**config.mk**
```make
export PLATFORM = sky130hd
export DESIGN_NAME = first_order_lowpass_wrapping_top
export DESIGN_NICKNAME = d
export VERILOG_FILES = /design/src/flpw_pkg.sv /design/src/flpw_div.sv /design/src/flpw_datapath.sv /design/src/flpw_ctrl.sv /design/src/first_order_lowpass_wrapping_top.sv
export SDC_FILE = /design/constraint.sdc
export NUM_CORES = 2
export LEC_CHECK = 0
export BUFFER_PORTS_ARGS = -buffer_cell sky130_fd_sc_hd__buf_4
export CORE_UTILIZATION = 45
export CTS_CLUSTER_SIZE = 24
export DETAILED_ROUTE_END_ITERATION = 8
export GPL_TIMING_DRIVEN = 0
export HOLD_SLACK_MARGIN = 0.08
export MAX_ROUTING_LAYER = met4
export PLACE_DENSITY_LB_ADDON = 0.05
export SETUP_SLACK_MARGIN = 0.4
export SYNTH_ARGS = -nofsm -noshare
export SYNTH_HDL_FRONTEND = slang
export SYNTH_SLANG_ARGS = --single-unit
```
**constraint.sdc**
```tcl
create_clock -name aclk -period 18.5 [get_ports aclk]
set_input_delay 0 -clock aclk [delete_from_list [all_inputs] [get_ports aclk]]
set_output_delay 0 -clock aclk [all_outputs]
set_load 0.1 [all_outputs]
```
**src/flpw_pkg.sv**
```systemverilog
package flpw_pkg;

    localparam logic [1:0] CMD_FILT_DEF = 2'd0;
    localparam logic [1:0] CMD_FILT_PER = 2'd1;
    localparam logic [1:0] CMD_CLEAR    = 2'd2;
    localparam logic [1:0] CMD_NOP      = 2'd3;

    localparam logic [1:0] REG_ALPHA = 2'd0;
    localparam logic [1:0] REG_OMEGA = 2'd1;
    localparam logic [1:0] REG_WRAP  = 2'd2;

    localparam logic [15:0] ALPHA_RESET = 16'd6554;

    localparam int DIV_W     = 41;
    localparam int DVD_W     = 33;
    localparam int STEP_W    = 6;

    localparam logic [DIV_W-1:0]  ONE_Q24     = 41'd16777216;
    localparam logic [STEP_W-1:0] ALPHA_STEPS = 6'd16;
    localparam logic [STEP_W-1:0] WRAP_STEPS  = 6'd33;

    typedef struct packed {
        logic capture;
        logic clear_state;
        logic pass_first;
        logic load_alpha_def;
        logic mul_w;
        logic div_alpha;
        logic take_alpha;
        logic load_diff;
        logic mul_step;
        logic load_sum;
        logic wrap_add;
        logic div_mod;
        logic take_wrap;
        logic load_out;
    } flpw_cmd_t;

    typedef struct packed {
        logic [1:0] cmd;
        logic       first;
        logic       wrap_en;
        logic       div_done;
        logic       out_free;
    } flpw_stat_t;

endpackage

```
**src/flpw_div.sv**
```systemverilog
module flpw_div (
    input  logic                        aclk,
    input  logic                        aresetn,
    input  logic                        start,
    input  logic [flpw_pkg::DIV_W-1:0]  rem_init,
    input  logic [flpw_pkg::DVD_W-1:0]  dividend,
    input  logic [flpw_pkg::DIV_W-1:0]  divisor,
    input  logic [flpw_pkg::STEP_W-1:0] steps,
    output logic                        done,
    output logic [15:0]                 quot,
    output logic [flpw_pkg::DIV_W-1:0]  rem
);
    import flpw_pkg::*;

    logic [DIV_W-1:0]  rem_reg, rem_next;
    logic [DVD_W-1:0]  dvd_reg;
    logic [DIV_W-1:0]  div_reg;
    logic [15:0]       quot_reg;
    logic [STEP_W-1:0] cnt_reg, cnt_next;
    logic              done_reg, done_next;
    logic [DIV_W:0]    trial;
    logic [DIV_W:0]    trial_sub;
    logic              fits;

    // shift one dividend bit into the partial remainder
    assign trial     = {rem_reg, dvd_reg[DVD_W-1]};
    assign trial_sub = trial - {1'b0, div_reg};
    assign fits      = (trial >= {1'b0, div_reg});
    assign rem_next  = fits ? trial_sub[DIV_W-1:0] : trial[DIV_W-1:0];

    always_comb begin
        cnt_next  = cnt_reg;
        done_next = 1'b0;
        if (start) begin
            cnt_next = steps;
        end else if (cnt_reg != '0) begin
            cnt_next  = cnt_reg - 1'b1;
            done_next = (cnt_reg == 6'd1);
        end
    end

    always_ff @(posedge aclk) begin
        if (!aresetn) begin
            cnt_reg  <= '0;
            done_reg <= 1'b0;
        end else begin
            cnt_reg  <= cnt_next;
            done_reg <= done_next;
        end
    end

    always_ff @(posedge aclk) begin
        if (start) begin
            rem_reg  <= rem_init;
            dvd_reg  <= dividend;
            div_reg  <= divisor;
            quot_reg <= '0;
        end else if (cnt_reg != '0) begin
            rem_reg  <= rem_next;
            dvd_reg  <= {dvd_reg[DVD_W-2:0], 1'b0};
            quot_reg <= {quot_reg[14:0], fits};
        end
    end

    assign done = done_reg;
    assign quot = quot_reg;
    assign rem  = rem_reg;

endmodule

```
**src/flpw_datapath.sv**
```systemverilog
module flpw_datapath (
    input  logic                   aclk,
    input  logic                   aresetn,
    input  flpw_pkg::flpw_cmd_t    ctl,
    output flpw_pkg::flpw_stat_t   stat,
    input  logic [1:0]             s_cmd,
    input  logic signed [31:0]     s_sample,
    input  logic [15:0]            s_period,
    input  logic                   cfg_wr,
    input  logic [1:0]             cfg_index,
    input  logic [31:0]            cfg_data,
    output logic                   m_valid,
    input  logic                   m_ready,
    output logic signed [31:0]     m_filtered
);
    import flpw_pkg::*;

    logic [15:0]        alpha_def_reg;
    logic [23:0]        omega_reg;
    logic [30:0]        wrap_half_reg;

    logic [1:0]         cmd_reg;
    logic signed [31:0] x_reg;
    logic [15:0]        period_reg;
    logic [39:0]        w_reg;
    logic [15:0]        alpha_reg;
    logic signed [31:0] last_reg;
    logic               first_reg;
    logic signed [32:0] v_reg;
    logic signed [49:0] prod_reg;
    logic signed [33:0] n_reg;
    logic signed [31:0] out_reg;
    logic               m_valid_reg;

    logic [39:0]        w_prod;
    logic signed [32:0] diff;
    logic signed [49:0] prod_full;
    logic signed [33:0] sum;
    logic signed [33:0] n_sum;
    logic [33:0]        n_mag;
    logic [31:0]        wrap_rem;
    logic [33:0]        wrap_lo;
    logic [33:0]        wrap_hi;
    logic [32:0]        wrap_res;
    logic signed [31:0] sat_val;

    logic               div_start;
    logic [DIV_W-1:0]   div_rem_init;
    logic [DVD_W-1:0]   div_dividend;
    logic [DIV_W-1:0]   div_divisor;
    logic [STEP_W-1:0]  div_steps;
    logic               div_done;
    logic [15:0]        div_quot;
    logic [DIV_W-1:0]   div_rem;

    assign w_prod    = omega_reg * period_reg;
    assign diff      = {x_reg[31], x_reg} - {last_reg[31], last_reg};
    assign prod_full = $signed({1'b0, alpha_reg}) * v_reg;
    // arithmetic shift floors the scaled step
    assign sum       = {{2{last_reg[31]}}, last_reg} + prod_reg[49:16];
    assign n_sum     = {v_reg[32], v_reg} + $signed({3'b000, wrap_half_reg});
    assign n_mag     = n_reg[33] ? (-n_reg) : n_reg;

    // floor modulo: a negative numerator with a nonzero remainder folds back
    assign wrap_rem  = div_rem[31:0];
    assign wrap_lo   = {2'b00, wrap_rem} - {3'b000, wrap_half_reg};
    assign wrap_hi   = {3'b000, wrap_half_reg} - {2'b00, wrap_rem};
    assign wrap_res  = (n_reg[33] && (wrap_rem != '0)) ? wrap_hi[32:0] : wrap_lo[32:0];

    always_comb begin
        if (v_reg[32] != v_reg[31]) begin
            sat_val = v_reg[32] ? 32'sh8000_0000 : 32'sh7fff_ffff;
        end else begin
            sat_val = v_reg[31:0];
        end
    end

    assign div_start    = ctl.div_alpha | ctl.div_mod;
    assign div_rem_init = ctl.div_alpha ? {1'b0, w_reg} : '0;
    assign div_dividend = ctl.div_alpha ? '0 : n_mag[32:0];
    assign div_divisor  = ctl.div_alpha ? ({1'b0, w_reg} + ONE_Q24)
                                        : {9'd0, wrap_half_reg, 1'b0};
    assign div_steps    = ctl.div_alpha ? ALPHA_STEPS : WRAP_STEPS;

    flpw_div u_div (
        .aclk     (aclk),
        .aresetn  (aresetn),
        .start    (div_start),
        .rem_init (div_rem_init),
        .dividend (div_dividend),
        .divisor  (div_divisor),
        .steps    (div_steps),
        .done     (div_done),
        .quot     (div_quot),
        .rem      (div_rem)
    );

    always_ff @(posedge aclk) begin
        if (!aresetn) begin
            alpha_def_reg <= ALPHA_RESET;
            omega_reg     <= '0;
            wrap_half_reg <= '0;
            last_reg      <= '0;
            first_reg     <= 1'b1;
            m_valid_reg   <= 1'b0;
        end else begin
            if (cfg_wr) begin
                case (cfg_index)
                    REG_ALPHA: alpha_def_reg <= cfg_data[15:0];
                    REG_OMEGA: omega_reg     <= cfg_data[23:0];
                    REG_WRAP:  wrap_half_reg <= cfg_data[30:0];
                    default: ;
                endcase
            end
            if (ctl.clear_state) begin
                last_reg  <= '0;
                first_reg <= 1'b1;
            end else if (ctl.pass_first) begin
                first_reg <= 1'b0;
            end
            if (ctl.load_out) begin
                last_reg    <= sat_val;
                m_valid_reg <= 1'b1;
            end else if (m_ready) begin
                m_valid_reg <= 1'b0;
            end
        end
    end

    always_ff @(posedge aclk) begin
        if (ctl.capture) begin
            cmd_reg    <= s_cmd;
            x_reg      <= s_sample;
            period_reg <= s_period;
        end
        if (ctl.mul_w) begin
            w_reg <= w_prod;
        end
        if (ctl.load_alpha_def) begin
            alpha_reg <= alpha_def_reg;
        end else if (ctl.take_alpha) begin
            alpha_reg <= div_quot;
        end
        if (ctl.pass_first) begin
            v_reg <= {x_reg[31], x_reg};
        end else if (ctl.load_diff) begin
            v_reg <= diff;
        end else if (ctl.load_sum) begin
            v_reg <= sum[32:0];
        end else if (ctl.take_wrap) begin
            v_reg <= wrap_res;
        end
        if (ctl.mul_step) begin
            prod_reg <= prod_full;
        end
        if (ctl.wrap_add) begin
            n_reg <= n_sum;
        end
        if (ctl.load_out) begin
            out_reg <= sat_val;
        end
    end

    assign stat.cmd      = cmd_reg;
    assign stat.first    = first_reg;
    assign stat.wrap_en  = (wrap_half_reg != '0);
    assign stat.div_done = div_done;
    assign stat.out_free = !m_valid_reg || m_ready;

    assign m_valid    = m_valid_reg;
    assign m_filtered = out_reg;

endmodule

```
**src/flpw_ctrl.sv**
```systemverilog
module flpw_ctrl (
    input  logic                 aclk,
    input  logic                 aresetn,
    input  logic                 s_valid,
    output logic                 s_ready,
    input  flpw_pkg::flpw_stat_t stat,
    output flpw_pkg::flpw_cmd_t  ctl
);
    import flpw_pkg::*;

    localparam logic [3:0] ST_IDLE       = 4'd0;
    localparam logic [3:0] ST_DEC        = 4'd1;
    localparam logic [3:0] ST_ALPHA_ST   = 4'd2;
    localparam logic [3:0] ST_ALPHA_WAIT = 4'd3;
    localparam logic [3:0] ST_DIFF       = 4'd4;
    localparam logic [3:0] ST_MUL        = 4'd5;
    localparam logic [3:0] ST_ADD        = 4'd6;
    localparam logic [3:0] ST_WADD       = 4'd7;
    localparam logic [3:0] ST_WDIV_ST    = 4'd8;
    localparam logic [3:0] ST_WDIV_WAIT  = 4'd9;
    localparam logic [3:0] ST_OUT        = 4'd10;

    logic [3:0] state_reg, state_next;
    // low: wrapping the difference, high: wrapping the new output
    logic       phase_reg, phase_next;

    assign s_ready = (state_reg == ST_IDLE);

    always_comb begin
        ctl        = '0;
        state_next = state_reg;
        phase_next = phase_reg;
        case (state_reg)
            ST_IDLE: begin
                if (s_valid) begin
                    ctl.capture = 1'b1;
                    state_next  = ST_DEC;
                end
            end
            ST_DEC: begin
                case (stat.cmd)
                    CMD_CLEAR: begin
                        ctl.clear_state = 1'b1;
                        state_next      = ST_IDLE;
                    end
                    CMD_FILT_DEF, CMD_FILT_PER: begin
                        if (stat.first) begin
                            ctl.pass_first = 1'b1;
                            state_next     = ST_OUT;
                        end else if (stat.cmd == CMD_FILT_PER) begin
                            ctl.mul_w  = 1'b1;
                            state_next = ST_ALPHA_ST;
                        end else begin
                            ctl.load_alpha_def = 1'b1;
                            state_next         = ST_DIFF;
                        end
                    end
                    default: begin
                        state_next = ST_IDLE;
                    end
                endcase
            end
            ST_ALPHA_ST: begin
                ctl.div_alpha = 1'b1;
                state_next    = ST_ALPHA_WAIT;
            end
            ST_ALPHA_WAIT: begin
                if (stat.div_done) begin
                    ctl.take_alpha = 1'b1;
                    state_next     = ST_DIFF;
                end
            end
            ST_DIFF: begin
                ctl.load_diff = 1'b1;
                phase_next    = 1'b0;
                state_next    = stat.wrap_en ? ST_WADD : ST_MUL;
            end
            ST_MUL: begin
                ctl.mul_step = 1'b1;
                state_next   = ST_ADD;
            end
            ST_ADD: begin
                ctl.load_sum = 1'b1;
                phase_next   = 1'b1;
                state_next   = stat.wrap_en ? ST_WADD : ST_OUT;
            end
            ST_WADD: begin
                ctl.wrap_add = 1'b1;
                state_next   = ST_WDIV_ST;
            end
            ST_WDIV_ST: begin
                ctl.div_mod = 1'b1;
                state_next  = ST_WDIV_WAIT;
            end
            ST_WDIV_WAIT: begin
                if (stat.div_done) begin
                    ctl.take_wrap = 1'b1;
                    state_next    = phase_reg ? ST_OUT : ST_MUL;
                end
            end
            ST_OUT: begin
                // hold until the output register has room
                if (stat.out_free) begin
                    ctl.load_out = 1'b1;
                    state_next   = ST_IDLE;
                end
            end
            default: begin
                state_next = ST_IDLE;
            end
        endcase
    end

    always_ff @(posedge aclk) begin
        if (!aresetn) begin
            state_reg <= ST_IDLE;
            phase_reg <= 1'b0;
        end else begin
            state_reg <= state_next;
            phase_reg <= phase_next;
        end
    end

endmodule

```
**src/first_order_lowpass_wrapping_top.sv**
```systemverilog
// The first sample after reset or a clear passes straight to the output; a plain filter
// step forms the difference, the scaled step and the sum, deriving alpha from the period
// adds a pass of the 16-step shared divider, and periodic mode adds two 33-step passes.
// One item is in flight at a time; the next is accepted the cycle after the result
// is loaded, or after the command is decoded for clear and unused commands.
// Synchronous active-low reset restores register defaults and the first-sample state.
module first_order_lowpass_wrapping_top (
    input  logic               aclk,
    input  logic               aresetn,
    input  logic               s_valid,
    output logic               s_ready,
    input  logic [1:0]         s_cmd,
    input  logic signed [31:0] s_sample,
    input  logic [15:0]        s_period,
    output logic               m_valid,
    input  logic               m_ready,
    output logic signed [31:0] m_filtered,
    input  logic               cfg_valid,
    output logic               cfg_ready,
    input  logic [1:0]         cfg_index,
    input  logic [31:0]        cfg_data
);
    import flpw_pkg::*;

    flpw_cmd_t  ctl;
    flpw_stat_t stat;

    assign cfg_ready = 1'b1;

    flpw_ctrl u_ctrl (
        .aclk    (aclk),
        .aresetn (aresetn),
        .s_valid (s_valid),
        .s_ready (s_ready),
        .stat    (stat),
        .ctl     (ctl)
    );

    flpw_datapath u_dp (
        .aclk       (aclk),
        .aresetn    (aresetn),
        .ctl        (ctl),
        .stat       (stat),
        .s_cmd      (s_cmd),
        .s_sample   (s_sample),
        .s_period   (s_period),
        .cfg_wr     (cfg_valid),
        .cfg_index  (cfg_index),
        .cfg_data   (cfg_data),
        .m_valid    (m_valid),
        .m_ready    (m_ready),
        .m_filtered (m_filtered)
    );

`ifndef SYNTHESIS
    ast_load_room: assert property (@(posedge aclk) disable iff (!aresetn)
        ctl.load_out |-> stat.out_free)
        else $error("result loaded while output register occupied");

    ast_one_item: assert property (@(posedge aclk) disable iff (!aresetn)
        (s_valid && s_ready) |=> !s_ready)
        else $error("second item accepted while one is in work");

    ast_cmd_excl: assert property (@(posedge aclk) disable iff (!aresetn)
        $onehot0({ctl.capture, ctl.div_alpha, ctl.div_mod, ctl.load_out}))
        else $error("conflicting datapath commands");
`endif

endmodule
```
# Word level (Yosys, flattened, before mapping)
# Cells that the tools add are included.
# totals
register_bits	502
input_bits	89
out_inout_bits	35
word_cells	138
# op_classes
n_addsub	9
multipliers	2
n_lt_le_gt_ge	1
eq_ne	20
mux	57
bitwise_logic	3
reduce_logical	22
# ops
op	count
33-bit two-way mux	9
32-bit two-way mux	5
41-bit two-way mux	3
17-bit by 33-bit multiplier with 49-bit output	1
4-bit case mux with 11 select lines	1
42-bit by 41-bit greater-or-equal comparator with 1-bit output	1
40-bit by 25-bit adder with 41-bit output, second input constant	1
41-bit subtractor	1
24-bit by 16-bit multiplier with 40-bit output	1
40-bit two-way mux	1
4-bit two-way mux	9
33-bit by 32-bit adder with 34-bit output	1
33-bit adder	1
33-bit negation	1
31-bit by 32-bit subtractor with 33-bit output	1
32-bit by 31-bit subtractor with 33-bit output	1
32-bit by 32-bit subtractor with 33-bit output	1
16-bit two-way mux	2
32-bit nonzero test	1
31-bit nonzero test	1
1-bit two-way mux	19
6-bit two-way mux	3
4-bit by 3-bit equality test with 1-bit output, second input constant	4
4-bit equality test, second input constant	3
other kinds (26)	42

# Longest topological paths before layout
# logic_depth
depth_word	7
mapped_depth	26
ltp_nobuf	24

# Cells and area by module
# From an unflattened synthesis, not the netlist that was laid out.
# unflattened
cells_unflattened	6705
hier_area_um2	60514.3
# modules_own_cells
mod	instances	cells_each	area_per_inst_um2	seq_area_each_um2
flpw_datapath	1	5839	51679.6	9248.9
flpw_div	1	789	8285.4	3913.8
flpw_ctrl	1	75	538.0	100.1
first_order_lowpass_wrapping_top	1	2	11.3	0.0

# Worst setup path before layout
# Ideal clock, no wire load.
# synth_timing
kind	reg-to-reg
from	register u_dp.v_reg[15]
to	register u_dp.prod_reg[43] (data pin)
setup_ns	0.266
arrival_time_ns	6.168
required_ns	18.234
slack_ns	12.066
path_stages_with_launch	23
n_path_buf	1
period_less_slack_ns	6.434
cell_sequence	edfxtp_1 -> clkbuf_1 -> nand2_1 -> fa_1 -> fa_1 -> fa_1 -> inv_1 -> fa_1 -> fa_1 -> inv_1 -> fa_1 -> inv_1 -> ha_1 -> a21oi_1 -> o21ai_1 -> a221oi_1 -> o21ai_0 -> a21oi_1 -> o21ai_1 -> a41o_1 -> a21o_1 -> nor4b_1 -> nor3_1
# synth_between
elab_chain_cells	1
# synth_rtl
element	line	source
start: declaration	flpw_datapath.sv:29	logic signed [32:0] v_reg;
start signal: assignment	flpw_datapath.sv:145	v_reg <= {x_reg[31], x_reg};
start signal: assignment	flpw_datapath.sv:147	v_reg <= diff;
start signal: assignment	flpw_datapath.sv:149	v_reg <= sum[32:0];
17-bit by 33-bit multiplier with 49-bit output	flpw_datapath.sv:58	assign prod_full = $signed({1'b0, alpha_reg}) * v_reg;
named net u_dp.prod_full[43]	flpw_datapath.sv:37	logic signed [49:0] prod_full;
end signal: assignment	flpw_datapath.sv:154	prod_reg <= prod_full;
end: declaration	flpw_datapath.sv:30	logic signed [49:0] prod_reg;
# The timed path passes the listed nets, and every way through them passes these cells.
# A chain may end at the register's enable or synchronous reset.

# Final worst setup path
# layout_timing
from	register u_dp.v_reg[12]
to	register u_dp.prod_reg[48] (data pin)
# Same word-level chain as after synthesis.

==> flow_summary.json <==
{
  "vias": 48409,
  "critPathKind": "flop to flop",
  "hold-path-cell-count": 4,
  "relSlewSlack": 0.1560,
  "rsz0062_at_grt": "false",
  "worstReg2RegStart": "u_dp.v_reg[12]",
  "reg2reg_depth": 22,
  "ys_seq_area_frac": 0.2218,
  "drt_first_pass_iters": 5,
  "gp_congestion": 0.9575,
  "clock_latency_ns": 0.72,
  "grt-ovfl-total": 0,
  "synthCells": 6576,
  "htree_levels": 2,
  "drtIter0Drc": 4433,
  "cpMaxStageDelayCell": "edfxtp_1",
  "rows": 133,
  "yosysWarnings": 0,
  "ant_nets": 0,
  "crit_path_start_kind": "flop",
  "path_max_fanout": 10,
  "drive_gt1_frac": 0.04091,
  "synth_cell_types": 98,
  "critPathRequiredTime_ns": 18.83,
  "cts.clk_slew.worst_paths_ns": 0.06,
  "post-route-min-period_ns": 9.012,
  "async_reset_ff_frac": 0,
  "grt_util_all_layers": 0.3247,
  "grt_pass1_wl_um": 315700,
  "routed_wl_um": 209200,
  "die-area_sq_um": 134300,
  "synth_commonest_cells": "inv_1 (1162), nand2_1 (971), fa_1 (808)",
  "critical_path.max_stage_delay_ns": 1.06,
  "worst_clock_skew_ns": 0.1136,
  "ys_ff_latch": 486,
  "cp.arrival_ns": 9.34,
  "cap_violations": 0,
  "avgViaCountPerCell": 5.543,
  "synth_edf_count": 353,
  "hold_violations": 0,
  "path_cells": "clkbuf_1 > nand2_1 > fa_1 > fa_1 > fa_1 > inv_1 > fa_1 > fa_1 > inv_1 > fa_1 > inv_1 > ha_1 > o21ai_1 > o21ai_1 > o311ai_1 > a21oi_1 > a21oi_1 > o21ai_1 > a21oi_1 > a31oi_1 > mux2i_1 > nand4_1",
  "coreArea_sq_um": 131600,
  "fillers": 12740,
  "ys.flop_type": "edfxtp_1",
  "die_w_um": 366.5,
  "fin_tns_setup_ns": 0,
  "numCtsBuffers": 57,
  "antenna_found_initial": 28,
  "io_buffers": 120,
  "multi_input_area_sq_um": 41100,
  "cp_common_cell": "fa_1",
  "slew_violations": 0,
  "hold_class": "primary input to flop",
  "cts_tree": "done",
  "synthTopCellsByArea": "fa_1 (27%), edfxtp_1 (18%), ha_1 (9.0%)",
  "avgRoutedWirePerCell_um": 23.95,
  "nets": 8246,
  "start_util": 0.4542,
  "drc": 0,
  "syn2layout_area_growth_pct": 11.50,
  "synth_nets": 7904,
  "yosysMostFrequentCell": "inv_1",
  "startpoint": "u_dp.v_reg[12]",
  "status": "finished clean",
  "clk_path_buf_depth": 3,
  "cts_sinks": 486,
  "grt_pass1_vias": 49412,
  "yosysTopAreaCellShare": 0.2706,
  "worstHoldStart": "cfg_data[27]",
  "avgSynthCellArea_sq_um": 9.091,
  "tightest_slew_ns": 1.256,
  "fin_crit_sh": 0.4872,
  "regArea_sq_um": 13260,
  "grt_max_degree": 61,
  "end_kind": "flop",
  "synth.largest_area_cell": "fa_1",
  "dieHeight_um": 366.5,
  "pin_count": 124,
  "cts-root-buf": "clkbuf_16",
  "dpl.hpwl_um": 170500,
  "finalSetupViolations": 0,
  "fmax_mhz": 111.0,
  "synth_area_sq_um": 59780
}
[per-layer routing]
| layer | up-vias | track usage | routed length [um] |
|---|---|---|---|
| met4 | 0 | 0.1378 | 10760 |
| met3 | 396 | 0.03286 | 12860 |
| met2 | 1694 | 0.5134 | 96670 |
| met1 | 24372 | 0.4255 | 88890 |
| met5 | - | - | 0 |
| li1 | 21947 | - | - |
[cells in the final DEF (no fill, tap or decap), drive strengths merged, types with 101 or more instances in the layout]
master | synthesis | routed
fa | 808 | 808
xnor2 | 147 | 147
dlygate4sd3 | 0 | 155
a21o | 152 | 152
a21oi | 305 | 305
nor2 | 182 | 182
buf | 18 | 146
clkbuf | 267 | 355
xor2 | 101 | 101
and2 | 358 | 358
nand2 | 971 | 971
dfxtp | 133 | 133
o21ai | 261 | 261
inv | 1163 | 1169
edfxtp | 353 | 353
ha | 431 | 431
[path summary, 6_finish.rpt]
path                             to  slack [ns]
max               u_dp.prod_reg[48]        9.49
min          u_dp.wrap_half_reg[27]        0.13
max reg2reg       u_dp.prod_reg[48]        9.49
min reg2reg     u_dp.u_div.quot[15]        0.46
[metrics by stage]
step,setup WS (ns),util,cells,hold WS (ns),area [sq um]
floorplan,12.07,-,6576,0.09887,59780
global placement,9.645,0.4777,8451,0.1781,62880
CTS,9.528,0.5062,8722,0.08066,66630
detailed placement,9.687,0.4793,8459,0.1793,63090
global route,9.071,0.5064,8733,0.1279,66660
finish,9.488,0.5064,8734,0.1273,66660
[final cells by class]
| type | count | area share |
|---|---|---|
| plain buffers | 285 | 0.01648 |
| multi-input cells | 4641 | 0.6166 |
| repair buffers | 283 | 0.03929 |
| clock inverters | 20 | 0.003792 |
| well taps | 1755 | 0.03294 |
| inverters | 1164 | 0.06555 |
| diodes | 12 | 0.0004505 |
| flip-flops and latches | 486 | 0.1990 |
| clock buffers | 88 | 0.02596 |
[worst max-delay path: cells and delay by family (launching register included)]
kind | cells | cell delay (ns)
simple gates | 2 | 0.33
mux | 1 | 0.23
compound gates | 8 | 2.82
buf+inv | 4 | 0.73
fa+ha+maj | 7 | 3.42
flops | 1 | 1.06
[logic make-up after synthesis]
logic type	synth area share
and+or+nand+nor	0.1536
muxes	0.01028
xor gates and xnor gates	0.03633
other	0.00006273
AOI/OAI and AO/OA	0.1257
adders and majority gates	0.3608
buffers and inverters	0.09142
DFF	0.2218
[what timing repair did]
action,4_1_cts,5_1_grt
gates resized for setup,0,0
endpoints found under the setup margin,0,0
endpoints found under the hold margin,147,0
hold buffers,155,0
setup buffers,0,0
Power is left out: the tool's default activity adds up to more than one toggle a clock period on the data nets, which glitch-free logic cannot reach.
